==> config.mk <==
export PLATFORM = sky130hd
export DESIGN_NAME = ring_moving_average
export DESIGN_NICKNAME = d
export VERILOG_FILES = /design/src/sv/rma_pkg.sv /design/src/sv/ring_moving_average.sv /design/src/sv/rma_div.sv
export SDC_FILE = /design/constraint.sdc
export NUM_CORES = 2
export LEC_CHECK = 0
export BUFFER_PORTS_ARGS = -buffer_cell sky130_fd_sc_hd__clkbuf_2
export CORE_UTILIZATION = 46
export DETAILED_ROUTE_END_ITERATION = 8
export GPL_TIMING_DRIVEN = 0
export HOLD_SLACK_MARGIN = 0.08
export PLACE_DENSITY = 0.7
export SLEW_MARGIN = 20
export SYNTH_ARGS = -nofsm -noshare
export SYNTH_HDL_FRONTEND = slang
export SYNTH_SLANG_ARGS = --single-unit
==> constraint.sdc <==
create_clock -name clock -period 4.45 [get_ports clock]
set_input_delay 0.2225 -clock clock [delete_from_list [all_inputs] [get_ports clock]]
set_output_delay 0.2225 -clock clock [all_outputs]
set_load 0.02 [all_outputs]
==> src/sv/rma_pkg.sv <==
// ----------------------------------------------------------------------------
// Ring moving average package
// Widths, register codes, sequencer states and the divider interface types
// shared by the ring moving average and its serial divider.
// ----------------------------------------------------------------------------
package rma_pkg;

   // Field widths.
   localparam int unsigned SAMPLE_W = 32;
   localparam int unsigned HELD_W   = 7;
   // Sum of up to 127 signed 32-bit samples.
   localparam int unsigned SUM_W    = SAMPLE_W + HELD_W;
   localparam int unsigned DIV_CNT_W = $clog2(SUM_W);

   // Result channel payload: average, samples held, zero padding to bytes.
   localparam int unsigned RSP_W = ((SAMPLE_W + HELD_W + 7) / 8) * 8;

   // Store depth and window size after reset.
   localparam int unsigned DEF_CAPACITY  = 64;
   localparam int unsigned RESET_WINDOW  = 64;

   // Register file: 32-bit registers on word addresses.
   localparam int unsigned CSR_ADDR_W = 3;
   localparam int unsigned CSR_DATA_W = 32;
   localparam logic [0:0]  REG_WINDOW_SIZE = 1'b0;

   typedef enum logic [2:0] {
      ST_CLEAR,
      ST_IDLE,
      ST_SUM,
      ST_DIV,
      ST_OUT
   } rma_state_type;

   typedef struct packed {
      logic                     start;
      logic signed [SUM_W-1:0]  dividend;
      logic [HELD_W-1:0]        divisor;
   } rma_div_req_type;

   typedef struct packed {
      logic                       done;
      logic signed [SAMPLE_W-1:0] quotient;
   } rma_div_rsp_type;

endpackage

==> src/sv/ring_moving_average.sv <==
// ----------------------------------------------------------------------------
// Ring moving average
// Keeps the most recent samples of a configurable window in a ring store and
// returns the truncated average of the held samples for every input sample.
// ----------------------------------------------------------------------------
// After reset the block first writes zero into every store entry, one entry
// per cycle, and accepts no sample until that sweep is done; register writes
// are taken during that sweep. Each sample is then summed and divided: the
// single read port of the store delivers one entry per cycle to the
// accumulator, and the serial divider produces one quotient bit per cycle
// over the 39-bit sum (skipped when at most one sample is held). One sample
// is worked on at a time; a new sample is taken as soon as the previous
// result sits in the output register, even if the consumer has not yet taken
// it.
module ring_moving_average #(
   parameter int unsigned CAPACITY = rma_pkg::DEF_CAPACITY
) (
   input  logic                            clock,
   input  logic                            reset,
   // Input stream.
   input  logic                            req_tvalid,
   output logic                            req_tready,
   input  logic [rma_pkg::SAMPLE_W-1:0]    req_tdata,   // [31:0] sample
   // Result stream.
   output logic                            rsp_tvalid,
   input  logic                            rsp_tready,
   output logic [rma_pkg::RSP_W-1:0]       rsp_tdata,   // [31:0] average,
                                                        // [38:32] samples_held,
                                                        // [39] zero
   // Register port.
   input  logic                            csr_psel,
   input  logic                            csr_penable,
   input  logic                            csr_pwrite,
   input  logic [rma_pkg::CSR_ADDR_W-1:0]  csr_paddr,
   input  logic [rma_pkg::CSR_DATA_W-1:0]  csr_pwdata,
   output logic [rma_pkg::CSR_DATA_W-1:0]  csr_prdata,
   output logic                            csr_pready
);
   import rma_pkg::*;

   // Store address width, and a compare width that holds both a position
   // plus one and a window size.
   localparam int unsigned AW = (CAPACITY > 1) ? $clog2(CAPACITY) : 1;
   localparam int unsigned CW = (AW + 1 > HELD_W) ? AW + 1 : HELD_W;
   // Largest window size the 7-bit register and the store both allow.
   localparam int unsigned SIZE_MAX =
      (CAPACITY < (2 ** HELD_W) - 1) ? CAPACITY : (2 ** HELD_W) - 1;
   localparam logic [HELD_W-1:0] SIZE_LIMIT = HELD_W'(SIZE_MAX);
   localparam logic [HELD_W-1:0] RESET_SIZE =
      HELD_W'((RESET_WINDOW > SIZE_MAX) ? SIZE_MAX : RESET_WINDOW);
   localparam logic [AW-1:0] CLR_LAST = AW'(CAPACITY - 1);

   rma_state_type state_ff, state_in;

   logic [AW-1:0]           clr_ff, clr_in;
   logic [HELD_W-1:0]       size_ff, size_in;
   logic [HELD_W-1:0]       held_ff, held_in;
   logic [AW-1:0]           pos_ff, pos_in;
   logic [HELD_W-1:0]       idx_ff, idx_in;
   logic                    rd_pend_ff;
   logic signed [SUM_W-1:0] acc_ff, acc_in;
   logic [SAMPLE_W-1:0]     rd_data_ff;
   logic                    rsp_tvalid_ff, rsp_tvalid_in;
   logic [SAMPLE_W-1:0]     rsp_avg_ff, rsp_avg_in;
   logic [HELD_W-1:0]       rsp_held_ff, rsp_held_in;

   // The ring store. Entries are read one at a time while summing.
   logic [SAMPLE_W-1:0]     sample_store_ff [CAPACITY];

   // Sequencer outputs.
   logic                    mem_we;
   logic [AW-1:0]           mem_waddr;
   logic [SAMPLE_W-1:0]     mem_wdata;
   logic                    rd_en;
   logic                    sum_done;
   logic                    rsp_load;

   logic                    req_xfer;
   logic                    rsp_xfer;
   logic                    csr_write;
   logic [HELD_W-1:0]       size_clamped;
   logic [CW-1:0]           pos_inc;
   logic [CW-1:0]           idx_wide;
   logic [AW-1:0]           rd_addr;

   rma_div_req_type         div_req;
   rma_div_rsp_type         div_rsp;

   assign req_xfer  = req_tvalid && req_tready;
   assign rsp_xfer  = rsp_tvalid_ff && rsp_tready;
   assign csr_write = csr_psel && csr_penable && csr_pwrite && csr_pready;

   // The sum is complete once every held entry has been read and the last
   // read has been added in.
   assign sum_done = (idx_ff == held_ff) && !rd_pend_ff;

   // ------------------------------------------------------------------------
   // Sequencer: next state.
   // ------------------------------------------------------------------------
   always_comb begin
      state_in = state_ff;
      unique case (state_ff)
         ST_CLEAR: begin
            if (clr_ff == CLR_LAST) state_in = ST_IDLE;
         end
         ST_IDLE: begin
            if (req_xfer) state_in = ST_SUM;
         end
         ST_SUM: begin
            // With one sample held the sum is the average; with none it is zero.
            if (sum_done) state_in = (held_ff > HELD_W'(1)) ? ST_DIV : ST_OUT;
         end
         ST_DIV: begin
            if (div_rsp.done) state_in = ST_OUT;
         end
         ST_OUT: begin
            if (!rsp_tvalid_ff || rsp_tready) state_in = ST_IDLE;
         end
         default: state_in = ST_CLEAR;
      endcase
   end

   // ------------------------------------------------------------------------
   // Sequencer: outputs.
   // ------------------------------------------------------------------------
   always_comb begin
      req_tready       = 1'b0;
      mem_we           = 1'b0;
      mem_waddr        = pos_ff;
      mem_wdata        = req_tdata;
      rd_en            = 1'b0;
      div_req.start    = 1'b0;
      div_req.dividend = acc_ff;
      div_req.divisor  = held_ff;
      rsp_load         = 1'b0;
      unique case (state_ff)
         ST_CLEAR: begin
            mem_we    = 1'b1;
            mem_waddr = clr_ff;
            mem_wdata = '0;
         end
         ST_IDLE: begin
            req_tready = 1'b1;
            mem_we     = req_xfer;
         end
         ST_SUM: begin
            rd_en         = (idx_ff != held_ff);
            div_req.start = sum_done && (held_ff > HELD_W'(1));
         end
         ST_DIV: begin
         end
         ST_OUT: begin
            rsp_load = !rsp_tvalid_ff || rsp_tready;
         end
         default: begin
         end
      endcase
   end

   rma_div u_div (
      .clock   (clock),
      .reset   (reset),
      .div_req (div_req),
      .div_rsp (div_rsp)
   );

   // ------------------------------------------------------------------------
   // Window bookkeeping, accumulation and the result register.
   // ------------------------------------------------------------------------
   always_comb begin
      size_clamped = (csr_pwdata[HELD_W-1:0] > SIZE_LIMIT) ? SIZE_LIMIT
                                                           : csr_pwdata[HELD_W-1:0];
      pos_inc  = CW'(pos_ff) + CW'(1);
      idx_wide = CW'(idx_ff);
      rd_addr  = idx_wide[AW-1:0];

      clr_in        = clr_ff + AW'(1);
      size_in       = size_ff;
      held_in       = held_ff;
      pos_in        = pos_ff;
      idx_in        = idx_ff;
      acc_in        = acc_ff;
      rsp_tvalid_in = rsp_tvalid_ff;
      rsp_avg_in    = rsp_avg_ff;
      rsp_held_in   = rsp_held_ff;

      if (csr_write && (csr_paddr[CSR_ADDR_W-1] == REG_WINDOW_SIZE)) begin
         // A smaller window drops the excess count and restarts the ring
         // position if it now lies outside. The stored samples are kept.
         size_in = size_clamped;
         if (held_ff > size_clamped) held_in = size_clamped;
         if (CW'(pos_ff) >= CW'(size_clamped)) pos_in = '0;
      end else if (req_xfer) begin
         if (held_ff < size_ff) held_in = held_ff + HELD_W'(1);
         pos_in = (pos_inc >= CW'(size_ff)) ? '0 : pos_inc[AW-1:0];
      end

      if (req_xfer) begin
         idx_in = '0;
         acc_in = '0;
      end else begin
         if (rd_en) idx_in = idx_ff + HELD_W'(1);
         if (rd_pend_ff) begin
            acc_in = acc_ff + {{(SUM_W - SAMPLE_W){rd_data_ff[SAMPLE_W-1]}}, rd_data_ff};
         end
      end

      if (rsp_xfer) rsp_tvalid_in = 1'b0;
      if (rsp_load) begin
         rsp_tvalid_in = 1'b1;
         rsp_avg_in    = (held_ff > HELD_W'(1)) ? div_rsp.quotient
                                                : acc_ff[SAMPLE_W-1:0];
         rsp_held_in   = held_ff;
      end
   end

   always_ff @(posedge clock) begin
      if (reset) begin
         state_ff      <= ST_CLEAR;
         clr_ff        <= '0;
         size_ff       <= RESET_SIZE;
         held_ff       <= '0;
         pos_ff        <= '0;
         rd_pend_ff    <= 1'b0;
         rsp_tvalid_ff <= 1'b0;
      end else begin
         state_ff      <= state_in;
         clr_ff        <= clr_in;
         size_ff       <= size_in;
         held_ff       <= held_in;
         pos_ff        <= pos_in;
         rd_pend_ff    <= rd_en;
         rsp_tvalid_ff <= rsp_tvalid_in;
      end
      idx_ff      <= idx_in;
      acc_ff      <= acc_in;
      rsp_avg_ff  <= rsp_avg_in;
      rsp_held_ff <= rsp_held_in;
   end

   // Store: one write port, one registered read port.
   always_ff @(posedge clock) begin
      if (mem_we) sample_store_ff[mem_waddr] <= mem_wdata;
      rd_data_ff <= sample_store_ff[rd_addr];
   end

   // ------------------------------------------------------------------------
   // Ports.
   // ------------------------------------------------------------------------
   assign rsp_tvalid = rsp_tvalid_ff;
   assign rsp_tdata  = {{(RSP_W - SAMPLE_W - HELD_W){1'b0}}, rsp_held_ff, rsp_avg_ff};

   assign csr_pready = 1'b1;
   assign csr_prdata = (csr_paddr[CSR_ADDR_W-1] == REG_WINDOW_SIZE) ? CSR_DATA_W'(size_ff)
                                                                   : '0;

   // ------------------------------------------------------------------------
   // Assertions.
   // ------------------------------------------------------------------------
   a_held_within_window: assert property (@(posedge clock) disable iff (reset)
      held_ff <= size_ff)
      else $error("held count exceeds the window size");

   a_pos_within_window: assert property (@(posedge clock) disable iff (reset)
      (CW'(pos_ff) < CW'(size_ff)) || (pos_ff == '0))
      else $error("write position outside the window");

   a_one_item_at_a_time: assert property (@(posedge clock) disable iff (reset)
      req_xfer |=> !req_tready)
      else $error("a second sample was taken while one is in progress");

   a_result_from_output_step: assert property (@(posedge clock) disable iff (reset)
      $rose(rsp_tvalid_ff) |-> $past(state_ff == ST_OUT))
      else $error("result presented outside the output step");

   a_divider_only_when_needed: assert property (@(posedge clock) disable iff (reset)
      div_req.start |-> (held_ff > HELD_W'(1)) && (state_ff == ST_SUM))
      else $error("division started without more than one held sample");

endmodule

==> src/sv/rma_div.sv <==
// ----------------------------------------------------------------------------
// Ring moving average serial divider
// Restoring signed division of the window sum by the held count, one quotient
// bit per cycle, truncating toward zero.
// ----------------------------------------------------------------------------
module rma_div (
   input  logic                     clock,
   input  logic                     reset,
   input  rma_pkg::rma_div_req_type div_req,
   output rma_pkg::rma_div_rsp_type div_rsp
);
   import rma_pkg::*;

   logic                 busy_ff, busy_in;
   logic                 done_ff, done_in;
   logic [DIV_CNT_W-1:0] cnt_ff, cnt_in;
   logic                 neg_ff, neg_in;
   logic [HELD_W-1:0]    div_ff, div_in;
   logic [HELD_W-1:0]    rem_ff, rem_in;
   logic [SUM_W-1:0]     dq_ff, dq_in;

   logic [HELD_W:0]      trial;
   logic [HELD_W:0]      trial_diff;
   logic                 fits;
   logic [SUM_W-1:0]     quot_signed;

   // The dividend magnitude shifts out at the top while quotient bits shift
   // in at the bottom of the same register.
   always_comb begin
      trial      = {rem_ff, dq_ff[SUM_W-1]};
      fits       = trial >= {1'b0, div_ff};
      trial_diff = trial - {1'b0, div_ff};

      busy_in = busy_ff;
      done_in = 1'b0;
      cnt_in  = cnt_ff;
      neg_in  = neg_ff;
      div_in  = div_ff;
      rem_in  = rem_ff;
      dq_in   = dq_ff;

      if (div_req.start) begin
         busy_in = 1'b1;
         cnt_in  = '0;
         neg_in  = div_req.dividend[SUM_W-1];
         div_in  = div_req.divisor;
         rem_in  = '0;
         dq_in   = div_req.dividend[SUM_W-1] ? SUM_W'(-div_req.dividend)
                                             : SUM_W'(div_req.dividend);
      end else if (busy_ff) begin
         rem_in = fits ? trial_diff[HELD_W-1:0] : trial[HELD_W-1:0];
         dq_in  = {dq_ff[SUM_W-2:0], fits};
         cnt_in = cnt_ff + DIV_CNT_W'(1);
         if (cnt_ff == DIV_CNT_W'(SUM_W - 1)) begin
            busy_in = 1'b0;
            done_in = 1'b1;
         end
      end
   end

   always_ff @(posedge clock) begin
      if (reset) begin
         busy_ff <= 1'b0;
         done_ff <= 1'b0;
      end else begin
         busy_ff <= busy_in;
         done_ff <= done_in;
      end
      cnt_ff <= cnt_in;
      neg_ff <= neg_in;
      div_ff <= div_in;
      rem_ff <= rem_in;
      dq_ff  <= dq_in;
   end

   assign quot_signed      = neg_ff ? (~dq_ff + SUM_W'(1)) : dq_ff;
   assign div_rsp.done     = done_ff;
   assign div_rsp.quotient = quot_signed[SAMPLE_W-1:0];

endmodule
==> Flow_metrics.wiki <==
{| class="wikitable"
! Metric !! Value
|-
| Run status || finished, violations left
|-
| Violated checks || setup timing
|-
| Synth-to-Final Area Change || 15.8%
|-
| Required time at the worst-slack endpoint || 5260 ps
|-
| H-tree depth || 4
|-
| Largest area contributor in the synthesized netlist || edfxtp_1
|-
| Dominant synthesized flop cell || edfxtp_1
|-
| Crit end category || register
|-
| Average wire per standard cell || between 30 and 40 microns
|-
| Clk root buf || clkbuf_16
|-
| Number of top-level design ports || around 150
|-
| Synth warn || 0
|-
| Final hold slack || 156 ps
|-
| Number of enable-type register cells in the synthesized netlist || 2134
|-
| Post-synthesis instance area || 0.0909 sq mm
|-
| Overall die height || 447 microns
|-
| Total Nets Final || between 5000 and 6000
|-
| Buffers inserted during post-CTS setup optimization || 0
|-
| Most frequently used cell type in the post-synthesis netlist || edfxtp_1
|-
| Path class of the lowest-slack min-delay path || input pin to register
|-
| Area enclosed by the die boundary || 0.199 sq mm
|-
| GRT Util Overall || ~25%
|-
| Hold Path Depth || 5
|-
| Crit path max fanout || 10
|-
| Routing usage on met2 || 39.0%
|-
| Clk Latency, worst-skew pair || 890 ps
|-
| Max Clock Skew || roughly 69 ps
|-
| Sequential element share of the synthesized area || 73.2%
|-
| Placeable core region || 0.196 sq mm
|-
| Max-cap violations || 0
|-
| Global-route wire length before repair || 350000 microns
|-
| Class of the most critical setup path || register to register
|-
| Initial antenna violation count || 18
|-
| Routing layer with the top usage in global route || met2
|-
| Share of the core filled with cells in the final layout || 53.8%
|-
| Via count of the first global-routing pass || 47900
|-
| Start point of the worst min-delay path || csr_pwrite
|-
| Met3 Resource Use GR || 5.90%
|-
| GR Util met1 || 32.7%
|-
| Worst flop-to-flop path endpoint || rd_data_ff[4]
|-
| Worst min-delay path endpoint || size_ff[2]
|-
| Maximum number of pins on one net before global-route repair || 65
|-
| CTS sink cnt || 2258
|-
| Starting density of the core || 46.5%
|-
| Worst setup path startpoint || idx_ff[1]
|-
| Port Buffers || 93
|-
| CTS tree || yes
|-
| Standard-cell row count || about 160
|-
| Antenna viol nets, final || 0
|-
| Floorplan die width || 447 microns
|-
| Post-synth top area share || 70.5%
|-
| Max Clk Rate || 0.221 GHz
|-
| Number of standard cells in the layout, taps in and fillers out || a little under 8000
|-
| Number of iterations in the first detailed-routing pass || 6
|-
| Placed cell areas || 0.0977 sq mm
|-
| R2r setup slk || -70 ps
|-
| Type of origin of the critical path || register
|-
| Number of instances in the synthesized netlist || approximately 4600
|-
| Initial DRC count || 6302
|-
| Worst Slack Setup Final || -73.2 ps
|-
| Ratio of final minimum period to clock period || 102%
|-
| Most area-consuming cells after synthesis || edfxtp_1, mux4_2, dfxtp_1
|-
| Routability congestion estimate from global placement || 0.925
|-
| Worst vdd rail ir drop || 0.404 mV
|-
| Critical Path AT || between 5000 and 6000 ps
|-
| Worst R2R Path Depth || 8
|-
| Slew margin rel. || 19.0%
|-
| Total clock buffers created by CTS || around 210
|-
| Mapped Avg Cell Area || 19.6 sq um
|-
| Distinct cell type count of the synthesized netlist || 63
|-
| Ratio of routed vias to standard cells || 6.18
|-
| FFs w/ async S/R, synth || 0%
|-
| Post-route DRC || 0
|-
| Share of cells above drive strength 1 || 25.3%
|-
| Commonest cells post-synth || edfxtp_1, mux4_2, nand2_1
|-
| Final number of max-transition violations || 0
|-
| Tightest Pin Transition || 1220 ps
|-
| Final standard cell area without fillers || between 0.1 and 0.15 sq mm
|-
| Worst setup slack before clock tree synthesis || -978 ps
|-
| RSZ-0062 raised after global routing || yes
|-
| Grt ovf || 0
|-
| Clock Pin Slew Worst Setup and Hold Paths || 70 ps
|-
| Number of placed instances, taps included || between 7000 and 8000
|-
| Wire length after detailed routing || 246000 microns
|-
| Deepest clock path buffer count || 3
|-
| Reg-to-reg startpoint || idx_ff[1]
|-
| Final number of hold-violating endpoints || 0
|-
| Filler cells || 14700
|-
| Post-route minimum period || about 4500 ps
|-
| DR vias || between 40000 and 50000
|-
| Synth Register Bits || 2258
|-
| Half-perimeter wire length after placement || roughly 170000 microns
|-
| Finish-stage setup viols || 1
|-
| Total power per unit cell area || between 300 and 400 mW/mm^2
|-
| Static power due to leakage || ~35 nW
|}
==> registers in the layout, indices dropped and copies added (netlist names), 3 cells and up <==
register and count:
sample_store_ff 2048, acc_ff 39, u_div.dq_ff 39, rd_data_ff 32, rsp_avg_ff 32, held_ff 7
idx_ff 7, rsp_held_ff 7, size_ff 7, u_div.div_ff 7, u_div.rem_ff 7, clr_ff 6
pos_ff 6, u_div.cnt_ff 6, state_ff 3
==> layout make-up <==
type                            instances  area [sq um]  area share [%]
Sequential cell                      2258         66600            63.2
Multi-Input combinational cell       2088         23800            22.6
Clock buffer                          271          5590            5.31
Timing Repair Buffer                  242          3280            3.12
Tap cell                             2624          3280            3.12
Buffer                                275          1340            1.27
Clock inverter                        125          1320            1.25
Inverter                               37           139           0.132
Antenna cell                            5          12.5          0.0119
==> cells in the final DEF (no fill, tap or decap), types with 24 or more instances in the layout <==
master,Yosys,final
buf_16,0,38
nor2b_1,73,73
ha_1,80,80
xnor2_1,44,44
mux2i_1,172,169
a211oi_1,69,64
edfxtp_1,2134,2134
mux4_2,593,593
nand3_1,36,36
clkbuf_2,0,134
dfxtp_1,124,124
inv_1,37,37
buf_12,0,66
buf_2,10,34
xor2_1,86,86
nor2_4,0,64
buf_4,27,29
o21ai_0,133,133
and2_4,0,24
conb_1,2,27
clkbuf_1,169,191
dlygate4sd3_1,0,45
nand2_1,184,184
o31ai_1,28,28
nand2b_1,33,32
nor2_1,182,118
clkinv_2,0,39
clkinv_1,0,46
a21o_1,27,27
clkbuf_16,0,213
a21oi_1,131,120
==> worst max path at each step <==
| stage | end |
|---|---|
| 3_5_place_dp | rd_data_ff[10] |
| 6_report | rd_data_ff[4] |
| 2_1_floorplan | u_div.dq_ff[0] |
| 3_3_place_gp | sample_store_ff[32][26] |
| 4_1_cts | rd_data_ff[20] |
| 5_1_grt | rd_data_ff[20] |
==> through the flow <==
stage                     power (mW)  TNS (ps)
after floorplan                 23.7         0
after global placement          23.9  -2396070
after detailed placement        23.9    -18170
after CTS                       41.7         0
after global routing            42.5     -50.0
final                           41.6     -73.2
==> power by group <==
part | internal (mW) | leakage (nW) | switching (mW)
combinational | 0.170 | 10.9 | 0.282
sequential | 23.0 | 20.7 | 0.0536
clock | 10.0 | 3.36 | 8.05
==> what timing repair did <==
action	in CTS	in global routing
hold endpoints to repair	1415	0
endpoints found under the setup margin	34	24
hold buffers	45	0
resized for setup	63	32
==> logic make-up after synthesis <==
group	Yosys count	share of synthesized area (%)
AOI/OAI and AO/OA	450	3.01
xor gates and xnor gates	130	1.25
adders and majority gates	82	1.14
buffers and inverters	312	1.42
DFF	2258	73.2
muxes	766	16.6
other	2	0.00826
and+or+nand+nor	633	3.35
==> worst max-delay path, cell delays in order (launching register included) <==
cell and delay, ps:
dfxtp_1 500, clkbuf_1 550, clkbuf_1 450, clkdlybuf4s15_2 630, clkbuf_4 480, clkbuf_1 460, a211oi_1 180, a21oi_1 750
mux4_2 470
==> layer usage <==
| metal | share of wire [%] | wire (microns) |
|---|---|---|
| met4 | 5.0 | 12300 |
| met5 | 0.031 | 76 |
| met2 | 47 | 116000 |
| met1 | 37 | 90900 |
| met3 | 11 | 27100 |
Note: power is estimated with default switching activity, not from simulation.
